<file path="src/hdl/sib_pkg.sv">
// ----------------------------------------------------------------------------
// sib_pkg
// Shared constants, codes and controller command type for the sorted
// insert buffer.
// ----------------------------------------------------------------------------
package sib_pkg;

    localparam int DEPTH   = 16;
    localparam int IDX_W   = 4;
    localparam int CNT_W   = 5;
    localparam int VALUE_W = 32;
    localparam int REJ_W   = 16;
    localparam int MODE_W  = 2;
    localparam int IM_W    = 3;
    localparam int CFG_W   = 5;

    localparam logic [REJ_W-1:0] REJ_MAX = '1;

    // item modes
    localparam logic [MODE_W-1:0] MODE_INSERT = 2'd0;
    localparam logic [MODE_W-1:0] MODE_READ   = 2'd1;
    localparam logic [MODE_W-1:0] MODE_CLEAR  = 2'd2;

    // insert modes
    localparam logic [IM_W-1:0] IM_APPEND   = 3'd0;
    localparam logic [IM_W-1:0] IM_SORTED   = 3'd1;
    localparam logic [IM_W-1:0] IM_PREPEND  = 3'd2;
    localparam logic [IM_W-1:0] IM_POS_ONLY = 3'd3;
    localparam logic [IM_W-1:0] IM_NEG_ONLY = 3'd4;

    // configuration register indexes
    localparam logic REG_INSERT_MODE = 1'b0;
    localparam logic REG_CAPACITY    = 1'b1;

    localparam logic [IM_W-1:0]  INSERT_MODE_RST = IM_SORTED;
    localparam logic [CNT_W-1:0] CAPACITY_RST    = 5'd16;

    typedef struct packed {
        logic load_item;
        logic compare;
        logic update;
        logic load_result;
    } ctrl_cmd_t;

endpackage

</file>
<file path="src/hdl/sib_ctrl.sv">
// ----------------------------------------------------------------------------
// sib_ctrl
// Sequencer: accept, compare, update, result; owns the output valid flag.
// ----------------------------------------------------------------------------
module sib_ctrl
(
    input  logic              clk,
    input  logic              rst_n,
    input  logic              in_valid,
    output logic              in_stall,
    output logic              out_valid,
    input  logic              out_stall,
    output sib_pkg::ctrl_cmd_t cmd
);
    import sib_pkg::*;

    typedef enum logic [3:0] {
        S_IDLE = 4'b0001,
        S_CMP  = 4'b0010,
        S_UPD  = 4'b0100,
        S_RES  = 4'b1000
    } state_t;

    state_t state_reg;
    state_t state_next;
    logic   out_valid_reg;
    logic   out_valid_next;
    logic   res_free;

    assign res_free  = !out_valid_reg || !out_stall;
    assign in_stall  = (state_reg != S_IDLE);
    assign out_valid = out_valid_reg;

    always_comb
    begin
        cmd            = '0;
        state_next     = state_reg;
        case (state_reg)
            S_IDLE:
            begin
                if (in_valid)
                begin
                    cmd.load_item = 1'b1;
                    state_next    = S_CMP;
                end
            end
            S_CMP:
            begin
                cmd.compare = 1'b1;
                state_next  = S_UPD;
            end
            S_UPD:
            begin
                cmd.update = 1'b1;
                state_next = S_RES;
            end
            S_RES:
            begin
                // hold here while the previous transaction is still unclaimed
                if (res_free)
                begin
                    cmd.load_result = 1'b1;
                    state_next      = S_IDLE;
                end
            end
            default:
            begin
                state_next = S_IDLE;
            end
        endcase
    end

    always_comb
    begin
        if (cmd.load_result)
            out_valid_next = 1'b1;
        else if (!out_stall)
            out_valid_next = 1'b0;
        else
            out_valid_next = out_valid_reg;
    end

    always_ff @(posedge clk or negedge rst_n)
    begin
        if (!rst_n)
        begin
            state_reg     <= S_IDLE;
            out_valid_reg <= 1'b0;
        end
        else
        begin
            state_reg     <= state_next;
            out_valid_reg <= out_valid_next;
        end
    end

endmodule

</file>
<file path="src/hdl/sib_datapath.sv">
// ----------------------------------------------------------------------------
// sib_datapath
// Slot store with valid bits, config registers, sign-reject counter,
// parallel compare, insert/shift update and result register.
// ----------------------------------------------------------------------------
module sib_datapath
(
    input  logic                                   clk,
    input  logic                                   rst_n,
    input  sib_pkg::ctrl_cmd_t                     cmd,
    input  logic                                   cfg_wr_en,
    input  logic                                   cfg_index,
    input  logic [sib_pkg::CFG_W-1:0]              cfg_data,
    input  logic [sib_pkg::MODE_W-1:0]             mode,
    input  logic signed [sib_pkg::VALUE_W-1:0]     value,
    input  logic [sib_pkg::IDX_W-1:0]              read_index,
    output logic                                   accepted,
    output logic                                   dropped_full,
    output logic                                   rejected_sign,
    output logic [sib_pkg::CNT_W-1:0]              stored_count,
    output logic signed [sib_pkg::VALUE_W-1:0]     read_value,
    output logic                                   read_valid,
    output logic [sib_pkg::REJ_W-1:0]              rejected_total
);
    import sib_pkg::*;

    // configuration
    logic [IM_W-1:0]  insert_mode_reg;
    logic [CNT_W-1:0] capacity_reg;

    // latched item
    logic [MODE_W-1:0]         mode_reg;
    logic signed [VALUE_W-1:0] value_reg;
    logic [IDX_W-1:0]          ridx_reg;

    // store
    logic [VALUE_W-1:0] entries_reg  [DEPTH];
    logic [VALUE_W-1:0] entries_next [DEPTH];
    logic [DEPTH-1:0]   valid_reg;
    logic [DEPTH-1:0]   valid_next;
    logic [REJ_W-1:0]   rej_cnt_reg;
    logic [REJ_W-1:0]   rej_cnt_next;

    logic [DEPTH-1:0] lt_reg;
    logic [DEPTH-1:0] lt_next;
    logic             acc_reg, drop_reg, rej_reg;
    logic             acc_next, drop_next, rej_next;

    // derived
    logic [CNT_W-1:0] cap_m1;
    logic [IDX_W-1:0] last_idx;
    logic [DEPTH-1:0] use_mask;
    logic [DEPTH-1:0] free_mask;
    logic [IDX_W-1:0] app_slot;
    logic [IDX_W-1:0] pre_slot;
    logic [CNT_W-1:0] pos;
    logic             wrong_sign;
    logic [CNT_W-1:0] count;

    // result register
    logic                      accepted_reg, dropped_full_reg, rejected_sign_reg;
    logic [CNT_W-1:0]          stored_count_reg;
    logic signed [VALUE_W-1:0] read_value_reg;
    logic                      read_valid_reg;
    logic [REJ_W-1:0]          rejected_total_reg;

    // capacity clamp: 0 acts as 1, above DEPTH acts as DEPTH
    assign cap_m1 = capacity_reg - CNT_W'(1);
    always_comb
    begin
        if (capacity_reg == '0)
            last_idx = '0;
        else if (capacity_reg > CNT_W'(DEPTH))
            last_idx = IDX_W'(DEPTH - 1);
        else
            last_idx = cap_m1[IDX_W-1:0];
    end

    always_comb
    begin
        for (int j = 0; j < DEPTH; j++)
        begin
            use_mask[j] = (IDX_W'(j) <= last_idx);
            lt_next[j]  = valid_reg[j] && use_mask[j] &&
                          ($signed(entries_reg[j]) < value_reg);
        end
    end

    assign free_mask = ~valid_reg & use_mask;

    // lowest free, highest free, insert position above last smaller entry
    always_comb
    begin
        app_slot = '0;
        pre_slot = '0;
        pos      = '0;
        for (int j = DEPTH - 1; j >= 0; j--)
            if (free_mask[j])
                app_slot = IDX_W'(j);
        for (int j = 0; j < DEPTH; j++)
        begin
            if (free_mask[j])
                pre_slot = IDX_W'(j);
            if (lt_reg[j])
                pos = CNT_W'(j + 1);
        end
    end

    assign wrong_sign = ((insert_mode_reg == IM_POS_ONLY) &&
                         !(value_reg > 0)) ||
                        ((insert_mode_reg == IM_NEG_ONLY) &&
                         !(value_reg < 0));

    always_comb
    begin
        entries_next = entries_reg;
        valid_next   = valid_reg;
        rej_cnt_next = rej_cnt_reg;
        acc_next     = 1'b0;
        drop_next    = 1'b0;
        rej_next     = 1'b0;
        case (mode_reg)
            MODE_INSERT:
            begin
                if (wrong_sign)
                begin
                    rej_next = 1'b1;
                    if (rej_cnt_reg != REJ_MAX)
                        rej_cnt_next = rej_cnt_reg + REJ_W'(1);
                end
                else
                begin
                    case (insert_mode_reg)
                        IM_APPEND, IM_PREPEND:
                        begin
                            if (|free_mask)
                            begin
                                acc_next = 1'b1;
                                if (insert_mode_reg == IM_APPEND)
                                begin
                                    entries_next[app_slot] = value_reg;
                                    valid_next[app_slot]   = 1'b1;
                                end
                                else
                                begin
                                    entries_next[pre_slot] = value_reg;
                                    valid_next[pre_slot]   = 1'b1;
                                end
                            end
                            else
                                drop_next = 1'b1;
                        end
                        default:
                        begin
                            if (!valid_reg[0])
                            begin
                                entries_next[0] = value_reg;
                                valid_next[0]   = 1'b1;
                                acc_next        = 1'b1;
                            end
                            else if (valid_reg[last_idx])
                                drop_next = 1'b1;
                            else
                            begin
                                acc_next = 1'b1;
                                // slots above pos move up one, within use
                                for (int j = 1; j < DEPTH; j++)
                                begin
                                    if ((CNT_W'(j) > pos) && (IDX_W'(j) <= last_idx))
                                    begin
                                        entries_next[j] = entries_reg[j-1];
                                        valid_next[j]   = valid_reg[j-1];
                                    end
                                end
                                for (int j = 0; j < DEPTH; j++)
                                begin
                                    if (CNT_W'(j) == pos)
                                    begin
                                        entries_next[j] = value_reg;
                                        valid_next[j]   = 1'b1;
                                    end
                                end
                            end
                        end
                    endcase
                end
            end
            MODE_CLEAR:
            begin
                valid_next   = '0;
                rej_cnt_next = '0;
            end
            default:
            begin
            end
        endcase
    end

    always_comb
    begin
        count = '0;
        for (int j = 0; j < DEPTH; j++)
            count = count + CNT_W'(valid_reg[j] & use_mask[j]);
    end

    // config and control state
    always_ff @(posedge clk or negedge rst_n)
    begin
        if (!rst_n)
        begin
            insert_mode_reg <= INSERT_MODE_RST;
            capacity_reg    <= CAPACITY_RST;
            valid_reg       <= '0;
            rej_cnt_reg     <= '0;
        end
        else
        begin
            if (cfg_wr_en)
            begin
                if (cfg_index == REG_INSERT_MODE)
                    insert_mode_reg <= cfg_data[IM_W-1:0];
                else
                    capacity_reg <= cfg_data[CNT_W-1:0];
            end
            if (cmd.update)
            begin
                valid_reg   <= valid_next;
                rej_cnt_reg <= rej_cnt_next;
            end
        end
    end

    // payload
    always_ff @(posedge clk)
    begin
        if (cmd.load_item)
        begin
            mode_reg  <= mode;
            value_reg <= value;
            ridx_reg  <= read_index;
        end
        if (cmd.compare)
            lt_reg <= lt_next;
        if (cmd.update)
        begin
            entries_reg <= entries_next;
            acc_reg     <= acc_next;
            drop_reg    <= drop_next;
            rej_reg     <= rej_next;
        end
        if (cmd.load_result)
        begin
            accepted_reg       <= acc_reg;
            dropped_full_reg   <= drop_reg;
            rejected_sign_reg  <= rej_reg;
            stored_count_reg   <= count;
            rejected_total_reg <= rej_cnt_reg;
            if ((mode_reg == MODE_READ) && (ridx_reg <= last_idx) && valid_reg[ridx_reg])
            begin
                read_value_reg <= entries_reg[ridx_reg];
                read_valid_reg <= 1'b1;
            end
            else
            begin
                read_value_reg <= '0;
                read_valid_reg <= 1'b0;
            end
        end
    end

    assign accepted       = accepted_reg;
    assign dropped_full   = dropped_full_reg;
    assign rejected_sign  = rejected_sign_reg;
    assign stored_count   = stored_count_reg;
    assign read_value     = read_value_reg;
    assign read_valid     = read_valid_reg;
    assign rejected_total = rejected_total_reg;

endmodule

</file>
<file path="src/hdl/sorted_insert_buffer_top.sv">
// A transaction is taken in idle, then runs the sequencer's compare,
//   update and result steps over the single slot store before the next
//   is taken; the result step loads the output register.
// The result step waits while an earlier result is still stalled.
// Reset (rst_n low, async): slots empty, reject counter zero, insert mode
//   sorted, capacity 16; slot data is not cleared.
// ----------------------------------------------------------------------------
// sorted_insert_buffer_top
// Fixed store of signed Q16.16 values kept in append, prepend or ascending
// order, with sign filtering, full detection, read and clear.
// ----------------------------------------------------------------------------
module sorted_insert_buffer_top
(
    input  logic                               clk,
    input  logic                               rst_n,
    // configuration write port
    input  logic                               cfg_wr_en,
    input  logic                               cfg_index,
    input  logic [sib_pkg::CFG_W-1:0]          cfg_data,
    // input channel
    input  logic                               in_valid,
    output logic                               in_stall,
    input  logic [sib_pkg::MODE_W-1:0]         mode,
    input  logic signed [sib_pkg::VALUE_W-1:0] value,
    input  logic [sib_pkg::IDX_W-1:0]          read_index,
    // output channel
    output logic                               out_valid,
    input  logic                               out_stall,
    output logic                               accepted,
    output logic                               dropped_full,
    output logic                               rejected_sign,
    output logic [sib_pkg::CNT_W-1:0]          stored_count,
    output logic signed [sib_pkg::VALUE_W-1:0] read_value,
    output logic                               read_valid,
    output logic [sib_pkg::REJ_W-1:0]          rejected_total
);
    import sib_pkg::*;

    // step commands from the sequencer to the datapath
    ctrl_cmd_t cmd;

    // Sequencer: takes one transaction in idle, then walks compare ->
    // update -> result. Input is stalled outside idle.
    sib_ctrl u_ctrl
    (
        .clk       (clk),
        .rst_n     (rst_n),
        .in_valid  (in_valid),
        .in_stall  (in_stall),
        .out_valid (out_valid),
        .out_stall (out_stall),
        .cmd       (cmd)
    );

    // Datapath: the compare step registers a less-than vector over all
    // slots; the update step places the value (lowest free, highest free,
    // or above the last smaller entry with the rest shifted up) and keeps
    // the saturating reject counter; the result step counts occupied slots
    // in use and reads the requested slot into the output register.
    sib_datapath u_dp
    (
        .clk            (clk),
        .rst_n          (rst_n),
        .cmd            (cmd),
        .cfg_wr_en      (cfg_wr_en),
        .cfg_index      (cfg_index),
        .cfg_data       (cfg_data),
        .mode           (mode),
        .value          (value),
        .read_index     (read_index),
        .accepted       (accepted),
        .dropped_full   (dropped_full),
        .rejected_sign  (rejected_sign),
        .stored_count   (stored_count),
        .read_value     (read_value),
        .read_valid     (read_valid),
        .rejected_total (rejected_total)
    );

endmodule

</file>
<file path="config.mk">
export PLATFORM = sky130hd
export DESIGN_NAME = sorted_insert_buffer_top
export DESIGN_NICKNAME = d
export VERILOG_FILES = /design/src/hdl/sib_pkg.sv /design/src/hdl/sib_ctrl.sv /design/src/hdl/sib_datapath.sv /design/src/hdl/sorted_insert_buffer_top.sv
export SDC_FILE = /design/constraint.sdc
export NUM_CORES = 2
export LEC_CHECK = 0
export BUFFER_PORTS_ARGS = -buffer_cell sky130_fd_sc_hd__buf_2
export CORE_ASPECT_RATIO = 0.7
export CORE_MARGIN = 2
export CORE_UTILIZATION = 35
export CTS_CLUSTER_DIAMETER = 80
export DETAILED_ROUTE_END_ITERATION = 10
export MAX_ROUTING_LAYER = met4
export PLACE_DENSITY = 0.54
export SETUP_SLACK_MARGIN = 0.3
export SLEW_MARGIN = 20
export SYNTH_ARGS = -nofsm -noshare
export SYNTH_HDL_FRONTEND = slang
export SYNTH_SLANG_ARGS = --single-unit
export TNS_END_PERCENT = 20
</file>
<file path="constraint.sdc">
create_clock -name clk -period 14.55 [get_ports clk]
set_clock_uncertainty 0.2 [all_clocks]
set_input_delay 1.455 -clock clk [delete_from_list [all_inputs] [get_ports clk]]
set_output_delay 1.455 -clock clk [all_outputs]
set_load 0.005 [all_outputs]
</file>
==> flow_metrics.tcl <==
set metrics [dict create \
    postRouteAntennaNets 0 \
    yosysWarningCount 0 \
    cts_hold_buf 0 \
    nNetsFinal 4762 \
    met3_usage_pct 8.44 \
    crit_path_cell_trace "inv_1 -> ha_1 -> nor3b_1 -> buf_4 -> nand2_1 -> and2_1 -> inv_2 -> nor2_1 -> nand3_1 -> inv_1 -> fa_1 -> inv_1 -> fa_1 -> fa_1 -> fa_1 -> inv_1 -> ha_1 -> inv_1 -> fa_1 -> xnor2_1" \
    clk_transition_reported_paths_ns 0.06 \
    use_met1_pct 41.4 \
    grt_pass1_vias 35313 \
    final_cells 6013 \
    max_stage_delay_ns 0.74 \
    cellPowerDensity_nw_per_um2 131 \
    syn_area_um2 45800 \
    fin_area_um2 51300 \
    portBuffers 107 \
    drv_cap 0 \
    yosysUniqueCellTypes 106 \
    synthAdderAreaFrac_pct 14.3 \
    final_common_cell "nand2_1" \
    crit_arrival_ns 7.42 \
    max_slew_margin_pct 19.6 \
    placementRows 111 \
    hold_viol 0 \
    ctsHtreeMaxLevel 3 \
    synthXorXnorAreaFrac_pct 0.344 \
    track_usage_pct 27.8 \
    hold_class "reg -> reg" \
    clk_latency_ns 0.72 \
    slew_viol_final 0 \
    drive_above_1_share_pct 14.7 \
    synth_top_family_by_area "compound AO/OA/AOI/OAI gates" \
    cts_made_buffers 77 \
    grt_pass1_wl_um 263000 \
    firstDrtPassIters 6 \
    rsz0062_at_grt "false" \
    worst_pin_slew_ns 1.21 \
    cts_sinks 671 \
    wl_per_cell_um 30.4 \
    clk_path_buf_depth 3 \
    synth.net_count 4735 \
    p_leak_nw 20.0 \
    crit_path_top_delay_cell "dfrtp_1" \
    setup_tns_ns 0 \
    ios 108 \
    vias 37465 \
    place_inst 5868 \
    gp_congestion 0.990 \
    drt_iter0_markers 5256 \
    antenna_found_initial 5 \
    yosysSeqAreaShare_pct 43.5 \
    critPathCaptureType "register" \
    die_h_um 307 \
    layout_min_cycle_time_ns 7.16 \
    synthSimpleGateAreaFrac_pct 12.5 \
    layout_common_cells "nand2_1 (649), edfxtp_1 (626), ha_1 (507)" \
    cp_num_buf_inv 7 \
    path_delay_family "adder cells" \
    fin_crit_sh_pct 49.2 \
    synth-seq-cells 671 \
    die-area_um2 134000 \
    cp_data_required_time_ns 14.81 \
    synth-edff-count 626 \
    crit_path_max_fanout 20 \
    async_flop_share_pct 6.71 \
    cts_resized 0 \
    largest_reg_flops 512 \
    startpoint_type "register" \
    status "completed" \
    grt-ovfl-total 0 \
    synth_compound_area_share_pct 17.5 \
    grt_max_degree 131 \
    drc 0 \
    synthMuxAreaShare_pct 8.49 \
    clock.fmax_mhz 140 \
    root_buffer "clkbuf_16" \
    utilization_pct 39.3 \
    start_util_pct 35.1 \
    postCtsSetupBuffers 0 \
    grt-busiest-layer "met1" \
    gr-usage-met2_pct 36.4 \
    avgSynthCellArea_um2 11.0 \
    syn-instance-count 4169 \
    core_um2 130000 \
    ir_drop_uv 99.6 \
    setup_viol 0 \
    place_hpwl_um 128000 \
    die_w_um 437 \
    whs_ns 0.219 \
    cts_tree "built" \
    synthToLayoutAreaGrowth_pct 11.9 \
    drt_wl_total_um 183000 \
    placed_cell_area_um2 48800 \
    path_class "reg -> reg" \
    routed_via_density 6.23 \
    synth_ff_type "edfxtp_1" \
]
## final cells by class
cell class,instances,area (µm²)
Multi-Input combinational cell,3117,24800
Tap cell,1751,2190
Clock inverter,44,440
Inverter,95,357
Sequential cell,671,19900
Fill cell,12570,79100
Clock buffer,96,2040
Antenna cell,5,12.5
Timing Repair Buffer,234,1520
## power by group
group / internal [W] / switching (W) / leakage [nW]
sequential: 0.00224 / 0.000115 / 6.32
combinational: 0.000799 / 0.00157 / 12.5
clock: 0.00111 / 0.000908 / 1.20
## logic make-up (layout without fill, tap and decap cells)
group / Yosys count / count (layout)
buf+inv: 381 / 469
fa+ha+maj: 517 / 517
other cells: 0 / 5
simple gates: 1230 / 1230
xor+xnor: 18 / 18
compound gates: 1171 / 1171
flops: 671 / 671
mux: 181 / 181
## path summary, 6_finish.rpt
| check | startpoint | endpoint | slack, ns | depth (start not counted) |
|---|---|---|---|---|
| max in group asynchronous | rst_n | u_dp.insert_mode_reg[1]$_DFFE_PN0P_ | 12.96 | 2 |
| max reg2reg | u_dp.capacity_reg[0]$_DFFE_PN0P_ | u_dp.stored_count[2]$_DFFE_PP_ | 7.39 | 20 |
| max | u_dp.capacity_reg[0]$_DFFE_PN0P_ | u_dp.stored_count[2]$_DFFE_PP_ | 7.39 | 20 |
| min | u_dp.drop_reg$_SDFFCE_PP0N_ | u_dp.dropped_full$_DFFE_PP_ | 0.22 | 0 |
| min in group asynchronous | rst_n | u_dp.valid_reg[1]$_DFFE_PN0P_ | 0.68 | 2 |
| min reg2reg | u_dp.drop_reg$_SDFFCE_PP0N_ | u_dp.dropped_full$_DFFE_PP_ | 0.22 | 0 |
## cells in the mapped netlist (34+ instances only)
cell type / number / area, µm²
nor2b_1: 87 / 544
inv_1: 93 / 349
nor3_1: 53 / 265
a21oi_1: 201 / 1010
clkbuf_1: 208 / 781
ha_1: 507 / 6340
dfrtp_1: 42 / 1050
edfxtp_1: 626 / 18800
nand4_1: 81 / 507
nor2_1: 158 / 593
a22oi_1: 34 / 255
nand2_1: 649 / 2440
mux4_2: 165 / 3720
nand2b_1: 54 / 338
a21o_1: 168 / 1260
o21ai_0: 202 / 1010
nand3_1: 35 / 175
o31ai_1: 287 / 2150
buf_2: 40 / 200
o21ai_1: 43 / 215
## metrics by stage
step	power, W	setup WS, ns
global route	0.00702	7.05
CTS	0.00670	7.62
finish	0.00674	7.39
detailed placement	0.00469	7.64
global placement	0.00467	7.72
floorplan	0.00382	7.45
## worst reg2reg max path, cell delays in order, from the launching register on
cell,delay (ns)
dfrtp_1,0.74
inv_1,0.14
ha_1,0.47
nor3b_1,0.25
buf_4,0.21
nand2_1,0.21
and2_1,0.69
inv_2,0.31
nor2_1,0.56
nand3_1,0.28
inv_1,0.13
fa_1,0.42
inv_1,0.09
fa_1,0.43
fa_1,0.48
fa_1,0.48
inv_1,0.07
ha_1,0.17
inv_1,0.06
fa_1,0.41
xnor2_1,0.15
## metal layers
layer | wire length [µm] | up-vias
met5 | 0 | -
met4 | 3650 | 0
met3 | 25000 | 227
met2 | 72300 | 2257
met1 | 81800 | 18773
li1 | - | 16208
(Power assumes the default switching activity.)
